File: src/hw/rtl/brftc_pkg.sv
package brftc_pkg;

    localparam int NUM_WORDS  = 16;
    localparam int WORD_IDX_W = $clog2(NUM_WORDS);
    localparam int DATA_W     = 32;
    localparam int OFF_W      = 7;
    localparam int KIND_W     = 3;
    localparam int MODE_W     = 24;

    localparam logic [OFF_W-1:0] OFF_MODE    = 7'h00;
    localparam logic [OFF_W-1:0] OFF_FCLR    = 7'h04;
    localparam logic [OFF_W-1:0] OFF_WORDS   = 7'h08;
    localparam int               WORD_STRIDE = 4;
    localparam logic [OFF_W-1:0] OFF_LAST    = OFF_W'(8 + (NUM_WORDS - 1) * WORD_STRIDE);

    // write-protect bits 0-7, read-protect bits 16-23
    localparam logic [MODE_W-1:0] MODE_KEEP_MASK     = 24'hff00ff;
    localparam int                PROTECTED_WORDS    = 8;
    localparam int                TAMPER_CLEAR_COUNT = 4;

    typedef enum logic [KIND_W-1:0] {
        KIND_READ      = 3'd0,
        KIND_WRITE     = 3'd1,
        KIND_TAMPER    = 3'd2,
        KIND_PWR_RESET = 3'd3,
        KIND_SYS_RESET = 3'd4
    } kind_t;

endpackage

File: src/hw/rtl/backup_register_file_with_tamper_clear_unit.sv
// Battery-backed register file on a 32-bit bus: a write-once mode word at offset 0x00,
// a full-clear enable bit at 0x04 and backup words from 0x08 on. Each transaction
// (bus read, bus write, tamper level change, backup power reset, system reset)
// returns one result. A transaction reads the word memory synchronously when accepted,
// then updates state and loads the output register once that register is free, and a
// new transaction is accepted only after the previous one has committed. Tamper and
// power-reset clears act on per-word valid bits, so no clearing pass is needed and
// an invalid word reads as zero.
module backup_register_file_with_tamper_clear_unit (
    input  logic                         clk,
    input  logic                         rst_n,
    input  logic                         in_valid,
    output logic                         in_ready,
    input  logic [brftc_pkg::KIND_W-1:0] kind,
    input  logic [brftc_pkg::OFF_W-1:0]  offset,
    input  logic [brftc_pkg::DATA_W-1:0] write_data,
    input  logic                         write_protected,
    input  logic                         level,
    input  logic                         clear_allowed,
    output logic                         out_valid,
    input  logic                         out_ready,
    output logic [brftc_pkg::DATA_W-1:0] read_data,
    output logic                         reserved_access
);

    typedef enum logic {
        ST_IDLE,
        ST_EXEC
    } state_t;

    state_t                              state_reg;
    logic [brftc_pkg::KIND_W-1:0]        kind_reg;
    logic [brftc_pkg::OFF_W-1:0]         off_reg;
    logic [brftc_pkg::DATA_W-1:0]        wdata_reg;
    logic                                wp_reg;
    logic                                level_reg;
    logic                                allowed_reg;

    logic [brftc_pkg::MODE_W-1:0]        mode_reg, mode_next;
    logic                                locked_reg, locked_next;
    logic                                fce_reg, fce_next;
    logic                                tamper_reg, tamper_next;
    logic [brftc_pkg::NUM_WORDS-1:0]     vld_reg, vld_next;

    logic [brftc_pkg::DATA_W-1:0]        mem [brftc_pkg::NUM_WORDS];
    logic [brftc_pkg::DATA_W-1:0]        rdata_reg;

    logic [brftc_pkg::DATA_W-1:0]        read_data_next;
    logic                                reserved_next;

    logic                                accept;
    logic                                commit;
    logic [brftc_pkg::OFF_W-1:0]         in_rel;
    logic [brftc_pkg::WORD_IDX_W-1:0]    rd_addr;
    logic [brftc_pkg::OFF_W-1:0]         rel;
    logic [brftc_pkg::WORD_IDX_W-1:0]    idx;
    logic [brftc_pkg::OFF_W-3:0]         idx_wide;
    logic                                word_hit;
    logic                                word_low;
    logic                                hidden;
    logic                                wlocked;
    logic [brftc_pkg::DATA_W-1:0]        word_val;
    logic                                mem_we;
    logic [brftc_pkg::NUM_WORDS-1:0]     clr_mask;

    assign in_ready = (state_reg == ST_IDLE);
    assign accept   = in_valid && in_ready;
    assign commit   = (state_reg == ST_EXEC) && (!out_valid || out_ready);

    assign in_rel  = offset - brftc_pkg::OFF_WORDS;
    assign rd_addr = in_rel[brftc_pkg::WORD_IDX_W+1:2];

    // decode of the held transaction's offset
    assign rel      = off_reg - brftc_pkg::OFF_WORDS;
    assign idx      = rel[brftc_pkg::WORD_IDX_W+1:2];
    assign idx_wide = rel[brftc_pkg::OFF_W-1:2];
    assign word_hit = (off_reg >= brftc_pkg::OFF_WORDS) && (off_reg <= brftc_pkg::OFF_LAST)
                      && (off_reg[1:0] == 2'b00);
    assign word_low = (idx_wide < (brftc_pkg::OFF_W-2)'(brftc_pkg::PROTECTED_WORDS));
    assign hidden   = word_low && mode_reg[{2'b10, idx_wide[2:0]}];
    assign wlocked  = word_low && mode_reg[{2'b00, idx_wide[2:0]}];
    assign word_val = vld_reg[idx] ? rdata_reg : '0;

    always_comb
    begin
        for (int i = 0; i < brftc_pkg::NUM_WORDS; i++)
        begin
            clr_mask[i] = fce_reg || (i < brftc_pkg::TAMPER_CLEAR_COUNT);
        end
    end

    always_comb
    begin
        mode_next      = mode_reg;
        locked_next    = locked_reg;
        fce_next       = fce_reg;
        tamper_next    = tamper_reg;
        vld_next       = vld_reg;
        read_data_next = '0;
        reserved_next  = 1'b0;
        mem_we         = 1'b0;
        unique case (kind_reg)
            brftc_pkg::KIND_READ:
            begin
                if (off_reg == brftc_pkg::OFF_MODE)
                    read_data_next = {{(brftc_pkg::DATA_W-brftc_pkg::MODE_W){1'b0}}, mode_reg};
                else if (off_reg == brftc_pkg::OFF_FCLR)
                    read_data_next = {{(brftc_pkg::DATA_W-1){1'b0}}, fce_reg};
                else if (word_hit)
                    read_data_next = hidden ? '0 : word_val;
                else
                    reserved_next = 1'b1;
            end
            brftc_pkg::KIND_WRITE:
            begin
                if (off_reg == brftc_pkg::OFF_MODE)
                begin
                    if (!wp_reg && !locked_reg)
                    begin
                        mode_next   = wdata_reg[brftc_pkg::MODE_W-1:0]
                                      & brftc_pkg::MODE_KEEP_MASK;
                        locked_next = 1'b1;
                    end
                end
                else if (off_reg == brftc_pkg::OFF_FCLR)
                begin
                    if (!wp_reg)
                        fce_next = wdata_reg[0];
                end
                else if (word_hit)
                begin
                    if (!wp_reg && !tamper_reg && !wlocked)
                    begin
                        mem_we        = 1'b1;
                        vld_next[idx] = 1'b1;
                    end
                end
                else
                    reserved_next = 1'b1;
            end
            brftc_pkg::KIND_TAMPER:
            begin
                // clear only on a rising edge
                if (level_reg && !tamper_reg && allowed_reg)
                    vld_next = vld_reg & ~clr_mask;
                tamper_next = level_reg;
            end
            brftc_pkg::KIND_PWR_RESET:
            begin
                if (level_reg)
                begin
                    mode_next   = '0;
                    locked_next = 1'b0;
                    fce_next    = 1'b0;
                    tamper_next = 1'b0;
                    vld_next    = '0;
                end
            end
            brftc_pkg::KIND_SYS_RESET:
            begin
                tamper_next = 1'b0;
            end
            default:
            begin
                // unknown kinds change nothing and return zero
            end
        endcase
    end

    always_ff @(posedge clk)
    begin
        if (accept)
            rdata_reg <= mem[rd_addr];
        if (commit && mem_we)
            mem[idx] <= wdata_reg;
    end

    always_ff @(posedge clk)
    begin
        if (accept)
        begin
            kind_reg    <= kind;
            off_reg     <= offset;
            wdata_reg   <= write_data;
            wp_reg      <= write_protected;
            level_reg   <= level;
            allowed_reg <= clear_allowed;
        end
    end

    always_ff @(posedge clk or negedge rst_n)
    begin
        if (!rst_n)
        begin
            state_reg       <= ST_IDLE;
            out_valid       <= 1'b0;
            read_data       <= '0;
            reserved_access <= 1'b0;
            mode_reg        <= '0;
            locked_reg      <= 1'b0;
            fce_reg         <= 1'b0;
            tamper_reg      <= 1'b0;
            vld_reg         <= '0;
        end
        else
        begin
            unique case (state_reg)
                ST_IDLE:
                begin
                    if (out_valid && out_ready)
                        out_valid <= 1'b0;
                    if (accept)
                        state_reg <= ST_EXEC;
                end
                ST_EXEC:
                begin
                    // hold until the output register is free
                    if (commit)
                    begin
                        state_reg       <= ST_IDLE;
                        out_valid       <= 1'b1;
                        read_data       <= read_data_next;
                        reserved_access <= reserved_next;
                        mode_reg        <= mode_next;
                        locked_reg      <= locked_next;
                        fce_reg         <= fce_next;
                        tamper_reg      <= tamper_next;
                        vld_reg         <= vld_next;
                    end
                end
                default:
                begin
                    state_reg <= ST_IDLE;
                end
            endcase
        end
    end

endmodule

File: config.mk
export PLATFORM = sky130hd
export DESIGN_NAME = backup_register_file_with_tamper_clear_unit
export DESIGN_NICKNAME = d
export VERILOG_FILES = /design/src/hw/rtl/brftc_pkg.sv /design/src/hw/rtl/backup_register_file_with_tamper_clear_unit.sv
export SDC_FILE = /design/constraint.sdc
export NUM_CORES = 1
export LEC_CHECK = 0
export BUFFER_PORTS_ARGS = -buffer_cell sky130_fd_sc_hd__buf_4
export CELL_PAD_IN_SITES_DETAIL_PLACEMENT = 0
export CELL_PAD_IN_SITES_GLOBAL_PLACEMENT = 1
export CORE_MARGIN = 2
export CORE_UTILIZATION = 47
export DETAILED_ROUTE_END_ITERATION = 7
export GPL_TIMING_DRIVEN = 0
export PLACE_DENSITY = 0.82
export SLEW_MARGIN = 10
export SYNTH_ARGS = -nofsm -noshare
export SYNTH_HDL_FRONTEND = slang
export SYNTH_SLANG_ARGS = --single-unit
File: constraint.sdc
create_clock -name clk -period 4.7 [get_ports clk]
set_input_delay 0.235 -clock clk [delete_from_list [all_inputs] [get_ports clk]]
set_output_delay 0.235 -clock clk [all_outputs]
set_load 0.02 [all_outputs]
# [Word-level counts from Yosys, hierarchy flattened]
# Memory sizes are Yosys's and may differ from the RTL's. A register that Yosys moved wholly into a read port is not among the register bits.
# Index checks and enable logic that the tools add are counted.
[classes] bitwise_logic=4 reduce_logical=33 muxes=51 addsub=2 eq_ne=17 magnitude_cmp=7
[op_table] operator="$mux 32" n=6
[op_table] operator="$mux 16" n=6
[op_table] operator="$mux 24" n=3
[op_table] operator="$pmux 16 s3" n=1
[op_table] operator="$pmux 24 s2" n=1
[op_table] operator="$mux 1" n=25
[op_table] operator="$ne 2x2->1 const B" n=10
[op_table] operator="$and 16x16->16" n=1
[op_table] operator="$not 16->16" n=1
[op_table] operator="$or 16x16->16" n=1
[op_table] operator="$logic_and 1x1->1" n=14
[op_table] operator="$reduce_and 9->1" n=1
[op_table] operator="$pmux 1 s2" n=4
[op_table] operator="$eq 7x3->1 const B" n=1
[op_table] operator="$ge 7x4->1 const B" n=1
[op_table] operator="$le 7x7->1 const B" n=1
[op_table] operator="$logic_not 7->1" n=1
[op_table] operator="$reduce_and 7->1" n=1
[op_table] operator="$sub 7x4->7 const B" n=1
[op_table] operator="$bmux 1 s3" n=2
[op_table] operator="$eq 3x2->1 const B" n=2
[op_table] operator="$lt 3x6->1 const B" n=1
[op_table] operator="$lt 5x6->1 const B" n=1
[op_table] operator="$reduce_and 6->1" n=1
[op_table] operator="other kinds (20)" n=27
[word_totals] mem_bits_rw=512 inputBits=49 register_bits=123 word_cells=130 n_memories=1 output_inout_bits=35
[memory_table] memory="mem" words=16 word_bits=32 read_ports=1 rd_ports_with_merged_regs=1 wr=1 line_no="backup_register_file_with_tamper_clear_unit.sv:45" source="logic [brftc_pkg::DATA_W-1:0] mem [brftc_pkg::NUM_WORDS];"

# [Depth between registers and ports, before layout]
[logic_depth] word_depth=14 depth_mapped=11

# [Worst setup path after synthesis]
# No wires, ideal clock.
[synth_path] path_type="register -> register" from="reg off_reg[3] (netlist bit)" to="mem mem[14][0] (netlist bit) (enable)" t_required_ns=4.239 t_arrival_ns=4.385 setup_ns=0.461 path_stages_with_launch=9 path_slack_ns=-0.146 path_cell_list="edfxtp_1 > buf_6 > inv_1 > ha_1 > clkbuf_1 > mux2_4 > a2111oi_4 > nand3_1 > nor3_1"
[synth_between] elab_chain_cells=14 word_cells_on_any_way=21 classes_between="1 x add/sub; 3 x order compare; 1 x eq/ne; 9 x mux; 7 x reduce/logical"
[synth_rtl] element="start, declared" line_no="backup_register_file_with_tamper_clear_unit.sv:33" source="logic [brftc_pkg::OFF_W-1:0] off_reg;"
[synth_rtl] element="start signal, assigned" line_no="backup_register_file_with_tamper_clear_unit.sv:183" source="off_reg <= offset;"
[synth_rtl] element="$sub 7x4->7" line_no="backup_register_file_with_tamper_clear_unit.sv:74" source="assign rel = off_reg - brftc_pkg::OFF_WORDS;"
[synth_rtl] element="$bmux 1 s3" line_no="backup_register_file_with_tamper_clear_unit.sv:81" source="assign wlocked = word_low && mode_reg[{2'b00, idx_wide[2:0]}];"
[synth_rtl] element="$mux 1 (not written as such)" line_no="backup_register_file_with_tamper_clear_unit.sv:81"
[synth_rtl] element="$logic_and 1x1->1" line_no="backup_register_file_with_tamper_clear_unit.sv:81"
[synth_rtl] element="$logic_not 1->1" line_no="backup_register_file_with_tamper_clear_unit.sv:132" source="if (!wp_reg && !tamper_reg && !wlocked)"
[synth_rtl] element="$logic_and 1x1->1" line_no="backup_register_file_with_tamper_clear_unit.sv:132"
[synth_rtl] element="$mux 1" line_no="backup_register_file_with_tamper_clear_unit.sv:132"
[synth_rtl] element="$mux 1" line_no="backup_register_file_with_tamper_clear_unit.sv:130" source="else if (word_hit)"
[synth_rtl] element="$mux 1" line_no="backup_register_file_with_tamper_clear_unit.sv:125" source="else if (off_reg == brftc_pkg::OFF_FCLR)"
[synth_rtl] element="$mux 1" line_no="backup_register_file_with_tamper_clear_unit.sv:116" source="if (off_reg == brftc_pkg::OFF_MODE)"
[synth_rtl] element="$mux 1" line_no="backup_register_file_with_tamper_clear_unit.sv:102" source="unique case (kind_reg)"
[synth_rtl] element="$logic_and 1x1->1" line_no="backup_register_file_with_tamper_clear_unit.sv:174" source="if (commit && mem_we)"
[synth_rtl] element="$mux 1" line_no="backup_register_file_with_tamper_clear_unit.sv:174"
[synth_rtl] element="$mux 1 (not written as such)" line_no="backup_register_file_with_tamper_clear_unit.sv:175" source="mem[idx] <= wdata_reg;"
[synth_rtl] element="end, declared" line_no="backup_register_file_with_tamper_clear_unit.sv:45"
# Parallel ways exist; a longest one is shown, timed or not. The select of a mux whose other input is x is not followed.

# [Worst setup path after layout]
[layout_path] from="reg off_reg[3] (netlist bit)" to="mem mem[14][22] (netlist bit) (enable)"
# The elaborated chain is that of the path after synthesis.

==> results.yml <==
run_status:
  status: "complete, no violations"
synth:
  syn-mean-instance-area_um2: 22.2
  synth_common_cells: "589 x edfxtp_1, 164 x mux4_2, 70 x dfrtp_1"
  yosysTopAreaCell: "edfxtp_1"
  synth_top_area_share: 0.703
  synthesis.area_mm2: 0.0252
  syn_inst: 1133
  ys_types: 57
  synth_most_common_cell: "edfxtp_1"
  synth_nets: 1185
  synthFlopType: "edfxtp_1"
  ys_warn_count: 0
  synth-edff-count: 589
  synth_area_leaders: "edfxtp_1 70%, mux4_2 15%, dfrtp_1 7.0%, o2bb2ai_2 0.60%, a22o_1 0.56%"
  ys_seq_area_frac: 0.773
  synthArstFlopShare: 0.106
  synth-seq-cells: 659
cells_and_area:
  area_growth_pct: 18.6
  largest_reg_flops: 512
  final_cell_count_no_fill: 2089
  top_register: "mem"
  drive_gt1_frac: 0.299
  nNetsFinal: 1403
clock_network:
  post_cts_buffers: 0
  clkLatencyLatePin_ns: 0.60
  max-clock-path-buffers: 3
  cts_sinks: 659
  cts-buffers-inserted: 66
  ctsRootBufferMaster: "clkbuf_16"
  cts_hold_buf: 46
  htree_levels: 3
  path_clk_slew_ns: 0.06
  cts_resized: 0
  cts_tree: "done"
grt:
  grt_pass1_vias: 12770
  grt_max_degree: 71
  grtUsageTotal: 0.216
  antenna_found_initial: 1
  overflow: 0
  grt_first_pass_wirelength_mm: 85.7
critical_path:
  critPathMaxFanout: 12
  critPathKind: "reg -> reg"
  critPathRequiredTime_ns: 4.98
  critPathArrivalTime_ns: 4.59
  endpoint_kind: "flop"
  setup.worst_path.start_class: "flop"
timing:
  min_period_over_period: 0.918
  fin_crit_ns: 4.32
  timing.fmax_mhz: 232
  relSlewSlack: 0.200
  tns_ns: 0
  drv_slew: 0
  setup_viol: 0
  hold_violations: 0
  worst_clock_skew_ns: 0.0314
  rsz0062_at_grt: "false"
  worstMarginPinSlew_ns: 1.20
flow_run:
  maxCapViolCount: 0
die:
  die_area_mm2: 0.0554
  rows: 84
  floorplan.initialDensity: 0.477
  coreArea_mm2: 0.0528
  io_pins: 84
  die_h_um: 235
  die_w_um: 235
route:
  ant_nets: 0
  drt-total-wl_mm: 59.0
  drcViolationCount: 0
  drt_iter0_markers: 1717
  first_pass_iters: 5
  vias: 12581
  viasPerCell: 6.02
  routedWlPerCell_um: 28.3
place:
  io_buffers: 83
  place_congestion: 0.838
  place_inst: 1925
  hpwl_mm: 36.1
pwr:
  irDropWorstVdd_uv: 243
  leakagePower_nw: 9.93
  p_per_area_mw_per_mm2: 420
min_path:
  hold_class: "in -> reg"
==> through the flow <==
stage | setup WS, ns | hold WS [ns] | power, mW | utilization | cell area (um^2)
CTS | 0.325 | 0.0327 | 12.6 | 0.565 | 29800
detailed placement | 0.271 | 0.414 | 7.54 | 0.517 | 27300
finish | 0.384 | 0.0560 | 12.5 | 0.565 | 29800
global placement | -2.56 | 0.415 | 7.50 | 0.505 | 26600
global route | 0.167 | 0.0666 | 12.9 | 0.565 | 29800
floorplan | 0.319 | -0.0606 | 7.23 | - | 25200
==> final timing paths <==
kind                                     from  cells after the start  slack (ns)             to
worst min register to register  rdata_reg[26]                      1        0.46  read_data[26]
worst max-delay path               off_reg[3]                      9        0.38    mem[14][22]
worst min-delay path                out_ready                      3        0.06      out_valid
max in group asynchronous               rst_n                      2        3.60  read_data[25]
worst max register to register     off_reg[3]                      9        0.38    mem[14][22]
min in group asynchronous               rst_n                      2        0.38     vld_reg[7]
==> cell usage in the layout, fill, tap and decap left out, drive strengths merged, types with 19 or more instances in the layout <==
cell | netlist | routed
edfxtp | 589 | 589
mux4 | 166 | 166
buf | 24 | 127
clkbuf | 31 | 118
dfrtp | 70 | 70
dlygate4sd3 | 0 | 46
nor2 | 30 | 30
inv | 26 | 29
nand2 | 28 | 28
clkinv | 0 | 23
o21ai | 21 | 21
nor2b | 19 | 19
mux2 | 19 | 19
==> layout make-up <==
| type | instances | area (um^2) |
|---|---|---|
| repair buffers | 150 | 1610 |
| clock inverters | 31 | 259 |
| well taps | 688 | 861 |
| clock buffers | 86 | 1810 |
| plain buffers | 55 | 238 |
| fillers | 3802 | 22900 |
| diodes | 1 | 2.50 |
| inverters | 26 | 97.6 |
| multi-input cells | 393 | 5520 |
| flip-flops and latches | 659 | 19400 |
==> per-layer routing <==
layer  wire (um)  track usage  share of wire  vias up
li1            -            -              -     5153
met1       23200        0.295           0.39     6629
met2       29000        0.349           0.49      680
met3        5240       0.0448          0.089      119
met4        1640       0.0757          0.028        0
met5           0            0              0        -
==> critical path, cell delays in order, from the launching register on <==
cell	delay, ns
edfxtp_1	0.50
buf_6	0.21
inv_1	0.11
ha_1	0.29
clkbuf_1	0.30
mux2_4	0.37
a2111oi_4	0.58
nand3_1	0.46
nor3_4	0.91
buf_16	0.24
==> report_power, final <==
group	total [mW]	internal (mW)	leakage (nW)	switching, mW
logic	0.721	0.338	2.63	0.383
clock network	5.07	2.89	1.01	2.18
registers	6.73	6.56	6.29	0.169
==> cell families (layout without fill, tap and decap cells) <==
group / after synthesis / count (layout) / synth area share
AOI/OAI and AO/OA: 83 / 83 / 0.0283
xor gates and xnor gates: 2 / 2 / 0.000696
adders and majority gates: 3 / 3 / 0.00149
buffers and inverters: 81 / 348 / 0.0133
DFF: 659 / 659 / 0.773
muxes: 192 / 192 / 0.160
other: 0 / 1 / 0
and+or+nand+nor: 113 / 113 / 0.0232
No activity file was read; power rests on OpenSTA's default activity.
